### src/rtl/srms_pkg.sv
package srms_pkg;

    // defaults for the top level parameters
    localparam int MAX_ROWS_D    = 64;
    localparam int MAX_ENTRIES_D = 1024;

    // column bound is fixed by the 6-bit column field
    localparam int MAX_COLS = 64;

    localparam int ROW_W  = 6;
    localparam int COL_W  = 6;
    localparam int VAL_W  = 32;
    localparam int CFG_W  = 7;
    localparam int STAT_W = 2;

    localparam int IN_TDATA_W  = 48;
    localparam int OUT_TDATA_W = 32;
    localparam int IN_TUSER_W  = 1;
    localparam int OUT_TUSER_W = 2;

    localparam int APB_DATA_W = 32;
    localparam int PADDR_W    = 3;

    localparam int Q_DEPTH = 2;

    localparam logic [CFG_W-1:0] CFG_RESET = 7'd64;

    // register index, taken from paddr[2]
    localparam logic REG_NUM_ROWS = 1'b0;
    localparam logic REG_NUM_COLS = 1'b1;

    typedef enum logic {
        CMD_INSERT = 1'b0,
        CMD_LOOKUP = 1'b1
    } t_cmd;

    typedef enum logic [STAT_W-1:0] {
        ST_OK    = 2'd0,
        ST_FULL  = 2'd1,
        ST_ORDER = 2'd2,
        ST_RANGE = 2'd3
    } t_status;

    // one request on its way from the front to the back
    typedef struct packed {
        t_cmd              cmd;
        logic [ROW_W-1:0]  row;
        logic [COL_W-1:0]  col;
        logic [VAL_W-1:0]  value;
        logic              decided;
        t_status           status;
    } t_qitem;

endpackage

### src/rtl/srms_queue.sv
module srms_queue (
    input  logic              i_clk,
    input  logic              i_rst_n,
    input  logic              i_push,
    input  srms_pkg::t_qitem  i_item,
    output logic              o_full,
    output logic              o_valid,
    output srms_pkg::t_qitem  o_item,
    input  logic              i_pop
);
    import srms_pkg::*;

    localparam int QAW = (Q_DEPTH > 1) ? $clog2(Q_DEPTH) : 1;
    localparam int QCW = $clog2(Q_DEPTH + 1);

    t_qitem           r_slot [Q_DEPTH];
    logic [QAW-1:0]   r_wr_ptr;
    logic [QAW-1:0]   r_rd_ptr;
    logic [QCW-1:0]   r_count;
    logic             do_push;
    logic             do_pop;

    assign o_full  = (r_count == QCW'(Q_DEPTH));
    assign o_valid = (r_count != '0);
    assign o_item  = r_slot[r_rd_ptr];
    assign do_push = i_push && !o_full;
    assign do_pop  = i_pop && o_valid;

    always_ff @(posedge i_clk) begin
        if (do_push) begin
            r_slot[r_wr_ptr] <= i_item;
        end
    end

    always_ff @(posedge i_clk) begin
        if (!i_rst_n) begin
            r_wr_ptr <= '0;
            r_rd_ptr <= '0;
            r_count  <= '0;
        end else begin
            if (do_push) begin
                r_wr_ptr <= (r_wr_ptr == QAW'(Q_DEPTH - 1)) ? '0 : r_wr_ptr + QAW'(1);
            end
            if (do_pop) begin
                r_rd_ptr <= (r_rd_ptr == QAW'(Q_DEPTH - 1)) ? '0 : r_rd_ptr + QAW'(1);
            end
            unique case ({do_push, do_pop})
                2'b10:   r_count <= r_count + QCW'(1);
                2'b01:   r_count <= r_count - QCW'(1);
                default: r_count <= r_count;
            endcase
        end
    end

endmodule

### config.mk
export PLATFORM = sky130hd
export DESIGN_NAME = srms_queue
export DESIGN_NICKNAME = d
export VERILOG_FILES = /design/src/rtl/srms_pkg.sv /design/src/rtl/srms_queue.sv
export SDC_FILE = /design/constraint.sdc
export NUM_CORES = 1
export LEC_CHECK = 0
export ABC_AREA = 1
export BUFFER_PORTS_ARGS = -buffer_cell sky130_fd_sc_hd__buf_2
export CAP_MARGIN = 25
export CELL_PAD_IN_SITES_DETAIL_PLACEMENT = 0
export CELL_PAD_IN_SITES_GLOBAL_PLACEMENT = 2
export CORE_MARGIN = 4
export CORE_UTILIZATION = 40
export DETAILED_ROUTE_END_ITERATION = 8
export MAX_ROUTING_LAYER = met4
export PLACE_DENSITY_LB_ADDON = 0.2
export SLEW_MARGIN = 20
export SYNTH_ARGS = -nofsm -noshare
export SYNTH_HDL_FRONTEND = slang
export SYNTH_SLANG_ARGS = --single-unit
export TNS_END_PERCENT = 100
### constraint.sdc
create_clock -name i_clk -period 5.1 [get_ports i_clk]
set_clock_uncertainty 0.2 [all_clocks]
set_input_delay 0 -clock i_clk [delete_from_list [all_inputs] [get_ports i_clk]]
set_output_delay 0 -clock i_clk [all_outputs]
set_load 0.03 [all_outputs]
# Yosys cells after proc, flatten, opt, wreduce, memory -nomap -nowiden
# Memories as Yosys holds them, arrays and structs flattened. A register that Yosys moved wholly into a read port is not among the register bits.
# Cells that the tools add are included.
[word_totals]
register_bits = 4
ramBits = 96
input_bits = 52
out_inout_bits = 50
wordCells = 23
mem_count = 1
[classes]
add_sub_neg = 4
eq_ne = 3
mux = 7
n_reduce_logical = 5
[mem_list]
columns = ["memory", "words", "word_bits", "rd", "rd_ports_with_merged_regs", "wr", "line", "source"]
rows = [
  ["r_slot", 2, 48, 1, 1, 1, "srms_queue.sv:16", "t_qitem r_slot [Q_DEPTH];"],
]
[ops]
columns = ["operator", "n"]
rows = [
  ["1-bit 2-to-1 mux", 6],
  ["2-bit == test, second input constant", 2],
  ["2-bit case mux with 2 select lines", 1],
  ["2-bit nonzero test", 2],
  ["1-bit adder, second input constant", 2],
  ["2-bit by 1-bit adder with 2-bit output, second input constant", 1],
  ["2-bit by 1-bit == test with 1-bit output, second input constant", 1],
  ["1-bit logical AND", 2],
  ["2-bit by 1-bit subtractor with 2-bit output, second input constant", 1],
  ["1-bit logical NOT", 1],
]

# Depth between registers and ports, before layout
[depth]
ltp_word = 5
depth_mapped = 10
depth_no_buf = 10

# Worst setup path before layout
# No wires, ideal clock.
[synth_path]
path_type = "register to register"
start = "register r_count[0]"
end = "memory r_slot[0][0] (netlist bit) (enable)"
arrival_time_ns = 2.796
required_time_ns = 4.446
path_slack_ns = 1.651
path_stages_with_launch = 5
path_buffers = 0
cell_sequence = "dfxtp_1 -> nor2_1 -> nor2_1 -> inv_1 -> nor2_1"
[synth_between]
elab_chain_len = 5
[synth_lines]
columns = ["item", "line", "source"]
rows = [
  ["from (decl)", "srms_queue.sv:19", "logic [QCW-1:0] r_count;"],
  ["from (signal assigned)", "srms_queue.sv:48", "2'b10: r_count <= r_count + QCW'(1);"],
  ["from (signal assigned)", "srms_queue.sv:49", "2'b01: r_count <= r_count - QCW'(1);"],
  ["from (signal assigned)", "srms_queue.sv:50", "default: r_count <= r_count;"],
  ["2-bit == test", "srms_queue.sv:23", "assign o_full = (r_count == QCW'(Q_DEPTH));"],
  ["via o_full", "srms_queue.sv:6", "output logic o_full,"],
  ["1-bit logical NOT", "srms_queue.sv:26", "assign do_push = i_push && !o_full;"],
  ["1-bit logical AND", "srms_queue.sv:26", ""],
  ["1-bit 2-to-1 mux", "srms_queue.sv:30", "if (do_push) begin"],
  ["1-bit 2-to-1 mux (implied by the code)", "srms_queue.sv:31", "r_slot[r_wr_ptr] <= i_item;"],
  ["to (decl)", "srms_queue.sv:16", ""],
]
# The timed path passes the listed nets, and every way through them passes these cells.

==> results.json <==
{
  "synth_top_family_by_area": "multiplexers",
  "drtIter0Drc": 56,
  "dp_hpwl_um": 4290,
  "end_kind": "primary output",
  "crit_end": "o_item[41]",
  "syn2layout_area_growth_pct": 35.6,
  "postCtsSetupBuffers": 0,
  "yosys_warnings": 0,
  "worst-path-buf-inv": 2,
  "synth_seq_area_share": 0.788,
  "cts_root_buf": "clkbuf_8",
  "synthArstFlopShare": 0,
  "whs_ns": 0.0533,
  "grt_pass1_vias": 2238,
  "synth_edf_count": 96,
  "p_int_mw": 1.41,
  "vias": 2101,
  "netSwitchingPower_mw": 0.625,
  "drive_gt1_frac": 0.472,
  "cp.required_ns": 4.90,
  "io_buffers": 101,
  "final-hold-violation-count": 0,
  "wl_um": 6610,
  "slowest_stage": "dfxtp_2",
  "cp_top_family": "buffers and inverters",
  "synthCells": 187,
  "fin_ws_ns": 2.77,
  "holdCritPathClass": "input pin to flop",
  "cts_resized": 0,
  "powerDensity_nw_per_um2": 397,
  "synthMuxAreaShare": 0.163,
  "cts_buffers": 9,
  "path_class": "flop to primary output",
  "yosys.cell_count.top_type": "edfxtp_1",
  "yosys.area.top_type_share": 0.762,
  "fin_crit_ns": 2.33,
  "r2r_cells": 5,
  "cp.arrival_ns": 2.13,
  "postCtsHoldBufs": 52,
  "die_y_um": 105,
  "synth_compound_area_frac": 0.00463,
  "max_slew_margin": 0.620,
  "comb_power_share": 0.281,
  "grt_pass1_wl_um": 10700,
  "dp_slack_ns": 2.86,
  "fp.dieW_um": 105,
  "yosys.area_share.simple": 0.0228,
  "synth_fa_ha_area_frac": 0.00331,
  "cp_max_fo": 32,
  "grt_use_total": 0.129,
  "fin_crit_sh": 0.457,
  "avgSynthCellArea_um2": 20.2,
  "fmax_ghz": 0.429,
  "switching_share": 0.306,
  "grt_overflow": 0,
  "pin_count": 102,
  "cts_max_level": 3,
  "cts_max_path_buffers": 2,
  "dr.pass1.iters": 4,
  "antenna_found_initial": 0,
  "synth_nets": 240,
  "vias_per_cell": 4.35,
  "insertion_delay_ns": 0.34,
  "cts_tree": "built",
  "synth_top_flop_cell": "edfxtp_1",
  "die_area_um2": 11100,
  "seq_power_share": 0.515,
  "start_util": 0.410,
  "wl_per_cell_um": 13.7,
  "drv_slew": 0,
  "synth_xor_area_frac": 0,
  "placement_rows": 35,
  "crit_path_cell_trace": "buf_4, mux2_2, buf_2",
  "r2r_slack_ns": 2.86,
  "nNetsFinal": 402,
  "netlist_top_cells_area": "edfxtp_1, mux2_2, mux2_4, dfxtp_1, nor2_1",
  "cts.sinks": 101,
  "synth_top_area_cell": "edfxtp_1",
  "clock_power_share": 0.204,
  "utilization": 0.555,
  "path_depth": 3,
  "setup_tns_ns": 0,
  "synth-seq-cells": 101,
  "ir_worst_vdd_mv": 0.178,
  "place_congestion": 0.758,
  "finalSetupViolCount": 0,
  "startpoint_type": "flop",
  "synth_common_cells": "edfxtp_1, mux2_2, mux2_4",
  "core_area_um2": 9240,
  "clkTransAtPathRegs_ns": 0.09,
  "synth_cell_type_count": 15,
  "syn_area_um2": 3780,
  "remaining_drc_errors": 0,
  "rsz0062_at_grt": "no",
  "leakagePower_nw": 1.99,
  "outcome": "finished clean",
  "drv_cap": 0,
  "max_stage_delay_ns": 0.66,
  "antenna_cells": 0,
  "worstReg2RegEnd": "r_slot[0][33]",
  "r2r_start": "r_count[0]",
  "worstMarginPinSlew_ns": 0.569,
  "ant_nets": 0,
  "grt_max_degree": 33
}
## worst min-delay path, cell delays in order
cell and delay (ns):
buf_2 0.10, inv_1 0.05, nor2_1 0.06, inv_1 0.11, ha_1 0.18, a21oi_1 0.07
## cell families (layout without fill, tap and decap cells)
family	count (synthesis)	in the layout
muxes	48	48
AOI/OAI and AO/OA	3	3
buffers and inverters	12	179
adders and majority gates	1	1
DFF	101	101
and+or+nand+nor	22	22
## flip-flops by register name (all words and copies together) (netlist names), named ones only
name      count
r_rd_ptr      1
r_slot       96
r_wr_ptr      1
r_count       2
## stage by stage
step	cell area [um2]	instances	total power [mW]
6_report	5130	483	2.04
5_1_grt	5130	483	2.15
4_1_cts	5130	483	2.07
3_5_place_dp	4450	415	1.62
3_3_place_gp	4430	414	1.62
2_1_floorplan	3780	187	1.48
## metal layers
layer,track usage,routed length [um],share of wire,vias to the layer above
li1,-,-,-,1034
met5,-,0,0,-
met4,0.0562,94,0.014,0
met3,0.0325,329,0.050,10
met2,0.206,3220,0.49,62
met1,0.158,2970,0.45,995
## power groups by stage
stage	logic [mW]	clock network (mW)	registers, mW
3_5_place_dp	0.552	0	1.07
2_1_floorplan	0.424	0	1.05
6_report	0.574	0.415	1.05
3_3_place_gp	0.549	0	1.07
5_1_grt	0.617	0.476	1.06
4_1_cts	0.585	0.434	1.05
## final cells by class
cell class / instances / area, um2
Clock buffer: 11 / 131
Clock inverter: 5 / 27.5
Fill cell: 755 / 4110
Inverter: 7 / 26.3
Multi-Input combinational cell: 74 / 739
Sequential cell: 101 / 2980
Tap cell: 129 / 161
Timing Repair Buffer: 156 / 1060
## how the worst min path moves through the flow
stage	start	endpoint	slack [ns]	depth (start not counted)
floorplan	i_item[0]	r_slot[0][0]	-0.10	0
global placement	i_item[29]	r_slot[0][29]	-0.01	1
detailed placement	i_item[3]	r_slot[1][3]	-0.007	1
CTS	i_push	r_count[0]	0.03	6
global route	i_push	r_slot[0][16]	0.13	5
finish	i_push	r_count[0]	0.05	6
## placed cells by master, fill, tap and decap left out
master	synthesis	final
edfxtp_1	96	96
dfxtp_1	5	4
nand4_1	1	1
nand2_1	8	8
nor2_1	12	11
buf_2	2	101
inv_1	7	6
o21a_1	1	1
clkbuf_8	0	9
nor2_4	0	1
clkinv_1	0	2
dfxtp_2	0	1
buf_4	0	2
clkinvlp_4	0	2
nand3_1	1	1
buf_12	0	1
ha_1	1	1
mux2_4	20	20
clkinv_2	0	1
mux2_2	28	28
o21ai_0	1	1
dlygate4sd3_1	0	52
inv_2	0	1
a21oi_1	1	1
clkbuf_1	0	2
Power figures use the tool's default switching activity.
