**config.mk**
```make
export PLATFORM = sky130hd
export DESIGN_NAME = srms_front
export DESIGN_NICKNAME = d
export VERILOG_FILES = /design/src/rtl/srms_pkg.sv /design/src/rtl/srms_front.sv
export SDC_FILE = /design/constraint.sdc
export NUM_CORES = 1
export LEC_CHECK = 0
export BUFFER_PORTS_ARGS = -buffer_cell sky130_fd_sc_hd__buf_4
export CAP_MARGIN = 25
export CORE_ASPECT_RATIO = 0.9
export CORE_MARGIN = 2
export CORE_UTILIZATION = 32
export DETAILED_ROUTE_END_ITERATION = 10
export GPL_ROUTABILITY_DRIVEN = 0
export PLACE_DENSITY = 0.76
export SYNTH_ARGS = -nofsm -noshare
export SYNTH_HDL_FRONTEND = slang
export SYNTH_SLANG_ARGS = --single-unit
```
**constraint.sdc**
```tcl
create_clock -name i_clk -period 5.6 [get_ports i_clk]
set_clock_uncertainty 0.05 [all_clocks]
set_input_delay 0.28 -clock i_clk [delete_from_list [all_inputs] [get_ports i_clk]]
set_output_delay 0.28 -clock i_clk [all_outputs]
set_load 0.01 [all_outputs]
```
**src/rtl/srms_pkg.sv**
```systemverilog
package srms_pkg;

    // defaults for the top level parameters
    localparam int MAX_ROWS_D    = 64;
    localparam int MAX_ENTRIES_D = 1024;

    // column bound is fixed by the 6-bit column field
    localparam int MAX_COLS = 64;

    localparam int ROW_W  = 6;
    localparam int COL_W  = 6;
    localparam int VAL_W  = 32;
    localparam int CFG_W  = 7;
    localparam int STAT_W = 2;

    localparam int IN_TDATA_W  = 48;
    localparam int OUT_TDATA_W = 32;
    localparam int IN_TUSER_W  = 1;
    localparam int OUT_TUSER_W = 2;

    localparam int APB_DATA_W = 32;
    localparam int PADDR_W    = 3;

    localparam int Q_DEPTH = 2;

    localparam logic [CFG_W-1:0] CFG_RESET = 7'd64;

    // register index, taken from paddr[2]
    localparam logic REG_NUM_ROWS = 1'b0;
    localparam logic REG_NUM_COLS = 1'b1;

    typedef enum logic {
        CMD_INSERT = 1'b0,
        CMD_LOOKUP = 1'b1
    } t_cmd;

    typedef enum logic [STAT_W-1:0] {
        ST_OK    = 2'd0,
        ST_FULL  = 2'd1,
        ST_ORDER = 2'd2,
        ST_RANGE = 2'd3
    } t_status;

    // one request on its way from the front to the back
    typedef struct packed {
        t_cmd              cmd;
        logic [ROW_W-1:0]  row;
        logic [COL_W-1:0]  col;
        logic [VAL_W-1:0]  value;
        logic              decided;
        t_status           status;
    } t_qitem;

endpackage

```
**src/rtl/srms_front.sv**
```systemverilog
module srms_front #(
    parameter int MAX_ROWS = srms_pkg::MAX_ROWS_D,
    localparam int RAW = $clog2(MAX_ROWS + 1)
) (
    input  logic                              i_clk,
    input  logic                              i_rst_n,
    input  logic                              i_psel,
    input  logic                              i_penable,
    input  logic                              i_pwrite,
    input  logic [srms_pkg::PADDR_W-1:0]      i_paddr,
    input  logic [srms_pkg::APB_DATA_W-1:0]   i_pwdata,
    output logic [srms_pkg::APB_DATA_W-1:0]   o_prdata,
    input  logic                              i_s_tvalid,
    output logic                              o_s_tready,
    input  logic [srms_pkg::IN_TDATA_W-1:0]   i_s_tdata,
    input  logic [srms_pkg::IN_TUSER_W-1:0]   i_s_tuser,
    input  logic                              i_clearing,
    input  logic                              i_q_full,
    output logic                              o_push,
    output srms_pkg::t_qitem                  o_item,
    output logic [RAW-1:0]                    o_rows
);
    import srms_pkg::*;

    localparam int DW = (RAW > CFG_W) ? RAW : CFG_W;

    logic [CFG_W-1:0] r_num_rows;
    logic [CFG_W-1:0] r_num_cols;
    logic             wr_en;
    logic             reg_sel;
    logic [DW-1:0]    rows_c;
    logic [CFG_W-1:0] cols_c;
    logic [ROW_W-1:0] row;
    logic [COL_W-1:0] col;
    logic [VAL_W-1:0] value;
    t_cmd             cmd;
    logic             range_bad;

    assign reg_sel = i_paddr[2];
    assign wr_en   = i_psel && i_penable && i_pwrite;

    always_ff @(posedge i_clk) begin
        if (!i_rst_n) begin
            r_num_rows <= CFG_RESET;
            r_num_cols <= CFG_RESET;
        end else if (wr_en) begin
            if (reg_sel == REG_NUM_ROWS) begin
                r_num_rows <= i_pwdata[CFG_W-1:0];
            end else begin
                r_num_cols <= i_pwdata[CFG_W-1:0];
            end
        end
    end

    assign o_prdata = (reg_sel == REG_NUM_ROWS) ? APB_DATA_W'(r_num_rows)
                                                : APB_DATA_W'(r_num_cols);

    // clamp the dimensions in use to 1..max
    always_comb begin
        priority if (r_num_rows == '0) begin
            rows_c = DW'(1);
        end else if (DW'(r_num_rows) > DW'(MAX_ROWS)) begin
            rows_c = DW'(MAX_ROWS);
        end else begin
            rows_c = DW'(r_num_rows);
        end
        priority if (r_num_cols == '0) begin
            cols_c = CFG_W'(1);
        end else if (r_num_cols > CFG_W'(MAX_COLS)) begin
            cols_c = CFG_W'(MAX_COLS);
        end else begin
            cols_c = r_num_cols;
        end
    end

    assign o_rows = RAW'(rows_c);

    assign row   = i_s_tdata[ROW_W-1:0];
    assign col   = i_s_tdata[ROW_W+COL_W-1:ROW_W];
    assign value = i_s_tdata[ROW_W+COL_W+VAL_W-1:ROW_W+COL_W];
    assign cmd   = t_cmd'(i_s_tuser[0]);

    assign range_bad = (DW'(row) >= rows_c) || (CFG_W'(col) >= cols_c);

    assign o_s_tready = !i_clearing && !i_q_full;
    assign o_push     = i_s_tvalid && o_s_tready;

    // range errors and zero inserts are settled here; the back only answers them
    always_comb begin
        o_item.cmd     = cmd;
        o_item.row     = row;
        o_item.col     = col;
        o_item.value   = value;
        o_item.decided = range_bad || (cmd == CMD_INSERT && value == '0);
        o_item.status  = range_bad ? ST_RANGE : ST_OK;
    end

endmodule

```
== Word-level counts from Yosys, hierarchy flattened ==
Cells that the tools add are included.

* Output and inout port bits: 89
* Flip-flop bits (word level): 14
* Input port bits: 92
* Logic and storage cells: 28

* Muxes and demuxes: 6
* Order comparisons: 4
* Bitwise operators: 2
* Reductions and logical operators: 14

{| class="wikitable"
|+ Operator list
! operator !! count
|-
| 2-to-1 mux 7 bit || 5
|-
| zero test 32 bit || 1
|-
| >= comparator 6 x 7 -> 1 bit || 2
|-
| > comparator 7 bit (second input constant) || 2
|-
| zero test 7 bit || 2
|-
| logical AND 1 bit || 5
|-
| AND reduction 2 bit || 2
|-
| zero test 1 bit || 2
|-
| logical OR 1 bit || 2
|-
| 2-to-1 mux 2 bit || 1
|-
| NOT 1 bit || 2
|}

== Depth between registers and ports, before layout ==
* Word-level depth: 6
* Gate-level depth with buffers: 9
* Gate-level depth less buffers: 8

== Worst setup path after synthesis ==
OpenSTA, ideal clock, no wires.

* Path kind: reg-to-output
* Start point: reg r_num_rows[5]
* End point: out o_item[2] in the netlist's numbering
* Stages on the path, launching flop included: 9
* Slack: 3.243 ns
* Buffers on the path: 0
* Arrival time: 2.027 ns
* Path through: dfxtp_1 -> nor3_1 -> a21oi_1 -> nor2_1 -> ha_1 -> nand2b_1 -> a211oi_1 -> o22ai_1 -> or4_1

{| class="wikitable"
|+ RTL lines
! element !! RTL line !! text
|-
| start: declaration || srms_front.sv:27 || <nowiki>logic [CFG_W-1:0] r_num_rows;</nowiki>
|-
| start signal: assignment || srms_front.sv:48 || <nowiki>r_num_rows <= i_pwdata[CFG_W-1:0];</nowiki>
|-
| end: declaration || srms_front.sv:20 || <nowiki>output srms_pkg::t_qitem o_item,</nowiki>
|}

==> results.md <==
- Outcome: finished, final reports clean
- Unrepaired setup endpoints after global routing: no
- Hpwl dp: 3.900 mm
- Worst reg2reg path startpoint: r_num_rows[6]
- Adder-cell share of the synthesized area: 9.224%
- Final hold vios: 0
- GRT overflow: 0
- WP data arrival: 2470 ps
- Synth Area in Simple Gates: 22.44%
- Die Ht: slightly above 70 um
- Setup crit end kind: output port
- Routed WL: 4.514 mm
- Min Clock Period, post-route: 2804 ps
- Fin crit share: between 50% and 60%
- Clk_lat worst skew: approximately 240 ps
- Met2 GRT Util: 27.78%
- Gr busiest metal: met2
- Max_cap viols: 0
- Layout area overhead: 35.59%
- CP cell instances: nor3_1 > a21oi_1 > nor2_1 > ha_1 > nand2b_1 > a211oi_1 > o22ai_1 > or4_1 > buf_4
- Final core occ: between 40 and 50%
- Post-synthesis xor/xnor area fraction: 0%
- Vias in the first global route: ~1400
- Slowest cell delay on critical path: roughly 530 ps
- Worst reg2reg setup slack: 4830 ps
- Largest net degree at the start of global routing: 15
- Gate power share: 37.7%
- Mapped Area: between 0.0015 and 0.002 mm^2
- Slew Viols, Final: 0
- Ports: about 180
- Core outline area: between 0.004 and 0.005 mm^2
- Crit-path leading delay family: simple AND/OR/NAND/NOR gates
- Chip width: a little under 80 um
- Largest family of logic cells by synthesized area: buffers and inverters
- Post-CTS Setup Repair Bufs: 0
- Worst setup SP type: flop
- #FFs+latches synth: 14
- WS Path Type: reg -> out
- Power per cell area: 136.1 mW/mm^2
- First-pass GRT wire length: between 6 and 7 mm
- Share of cells above drive strength 1: 46.71%
- Routed len/inst: 12.75 um
- Via Count: approximately 1600
- # hold bufs at CTS: 0
- DRC: 0
- Setup TNS: 0 ps
- Setup violations, final: 0
- Seq pwr share: about a third
- P_sw: around 0.000088 W
- Crit path max fanout: 4
- WP buf/inv: 1
- CTS Buf Count: 3
- Fillers: 500
- Worst EP required: around 5300 ps
- Post-CTS Resized: 0
- CTS Root Cell: clkbuf_8
- H-Tree Depth: 1
- Worst vdd ir: 0.0001205 V
- Worst hold path type: in -> reg
- Grt met1 use: 15.04%
- Drt pass-1 iters: 4
- Syn Area/Cell: about 7.6 um^2
- Hold path startpoint: i_pwdata[6]
- # rows: 24
- Nets: between 300 and 400
- CTS sink count: 14
- Slowest cell on the critical path: or4_1
- Number of routed nets with antenna violations: 0
- Syn. warnings: 0
- Int Pwr: 0.0002122 W
- Yosys cell types: 26
- Initial antenna violation count: 0
- TritonCTS clock tree: built
- GRT met3 Usage: 3.778%
- Mapped Cells: 215
- Hold path depth: 3
- Synth Area in Compound Gates: 9.531%
- GRT Total Usage: between 10% and 20%
- Die area: roughly 0.0057 mm^2
- Fmax: ~0.36 GHz
- Clock Tree Buf Depth: 2
- Iteration-0 DRC count of the detailed router: 30
- Worst Hold Endpoint: r_num_rows[6]
- Clock transition at the registers of the reported paths: approximately 60 ps
- Port Buffer Count: between 100 and 150
- R2R Path End: r_num_rows[6]
- Antenna Cells: 0
- Mux contribution to synthesized area: between 4 and 5%
- Clock power frac: 27.3%
- Initial Util: approximately 33%
- Reg2Reg Depth: 2
- Lkg Pwr: between 1 and 1.5 nW
- Vias/cell: approximately 4.4
- Switch share: between 20 and 30%
- Seq/Total Area, Yosys: roughly 17%
## stage by stage
step	instances	worst slack [ps]	total power [W]	area (um^2)	hold WS, ps
3_3_place_gp	351	3038	0.0002193	2166	431.4
5_1_grt	354	2669	0.0003173	2207	219.5
6_report	354	2796	0.0003004	2207	214.8
4_1_cts	354	2765	0.0003024	2207	201.1
3_5_place_dp	351	3039	0.0002210	2166	446.9
2_1_floorplan	239	3243	0.0001837	1718	354.0
## routing by layer
layer / wire length (um) / vias up
met4: 84 / 0
li1: - / 766
met1: 1653 / 697
met2: 2289 / 84
met3: 487 / 7
met5: 0 / -
## cells in the mapped netlist (all sizes together)
| cell | n | area, um^2 |
|---|---|---|
| buf | 75 | 556.8 |
| mux2 | 7 | 78.83 |
| clkbuf | 2 | 7.510 |
| nand2b | 13 | 81.33 |
| or3 | 2 | 12.51 |
| nor4 | 7 | 43.79 |
| ha | 12 | 150.1 |
| nand2 | 28 | 105.1 |
| or4 | 1 | 7.510 |
| nand4 | 3 | 18.77 |
| and4b | 2 | 20.02 |
| conb | 1 | 3.750 |
| o21ai | 2 | 13.76 |
| a21boi | 12 | 90.09 |
| nor2 | 8 | 30.03 |
| a21oi | 6 | 30.03 |
| and2 | 1 | 6.260 |
| nor3 | 3 | 15.01 |
| o22ai | 1 | 6.260 |
| inv | 8 | 30.03 |
| nand3 | 5 | 25.02 |
| a211oi | 2 | 15.01 |
| dfxtp | 14 | 280.3 |
## flip-flops by register name, summed over array words and instances (netlist names)
name        flops
r_num_cols      7
r_num_rows      7
## tightest hold or removal path, cell delays in order
cell and delay [ps]:
buf_4 90, nand2_1 40, nand3_1 70
## final cells by class
cell class	count	area, um^2	share of cell area [%]
inverters	8	30.03	1.361
multi-input cells	140	843.3	38.21
well taps	65	81.33	3.685
clock buffers	3	41.29	1.871
repair buffers	124	930.9	42.18
flip-flops and latches	14	280.3	12.70
## cell usage in the layout, fill, tap and decap left out, types with 2 or more instances in the layout
cell / count
nor2_1: 8
mux2_2: 7
a211oi_1: 2
ha_1: 12
nand3_1: 5
conb_1: 25
clkbuf_8: 3
a21boi_0: 12
nor4_1: 7
and4b_1: 2
nand2b_1: 13
buf_4: 124
nand4_1: 3
nand2_1: 28
dfxtp_1: 14
nor3_1: 3
inv_1: 8
a21oi_1: 6
or3_1: 2
## power by group through the flow
stage | Sequential (W) | Combinational, W | Clock, W
4_1_cts | 0.000105 | 0.000114 | 0.0000833
3_5_place_dp | 0.000107 | 0.000114 | 0
5_1_grt | 0.000106 | 0.000123 | 0.0000890
2_1_floorplan | 0.000105 | 0.0000782 | 0
6_report | 0.000105 | 0.000113 | 0.0000821
3_3_place_gp | 0.000107 | 0.000112 | 0
## kinds of logic (layout without fill, tap and decap cells)
family	count (synthesis)	after routing
other	1	25
buffers and inverters	85	135
flip-flops	14	14
adder cells (fa/ha/maj)	12	12
AND/OR/NAND/NOR	73	73
multiplexers	7	7
AO/OA/AOI/OAI	23	23
## how the worst max path moves through the flow
stage                             start  slack, ps        end  depth (start not counted)
after floorplan           r_num_rows[5]       3240  o_item[2]                          8
after global placement    r_num_rows[5]       3040  o_item[2]                          9
after detailed placement  r_num_rows[5]       3040  o_item[2]                          9
after CTS                 r_num_rows[5]       2770  o_item[2]                          9
after global routing      r_num_rows[5]       2670  o_item[2]                          9
final                     r_num_rows[5]       2800  o_item[2]                          9
(Power assumes the default switching activity.)
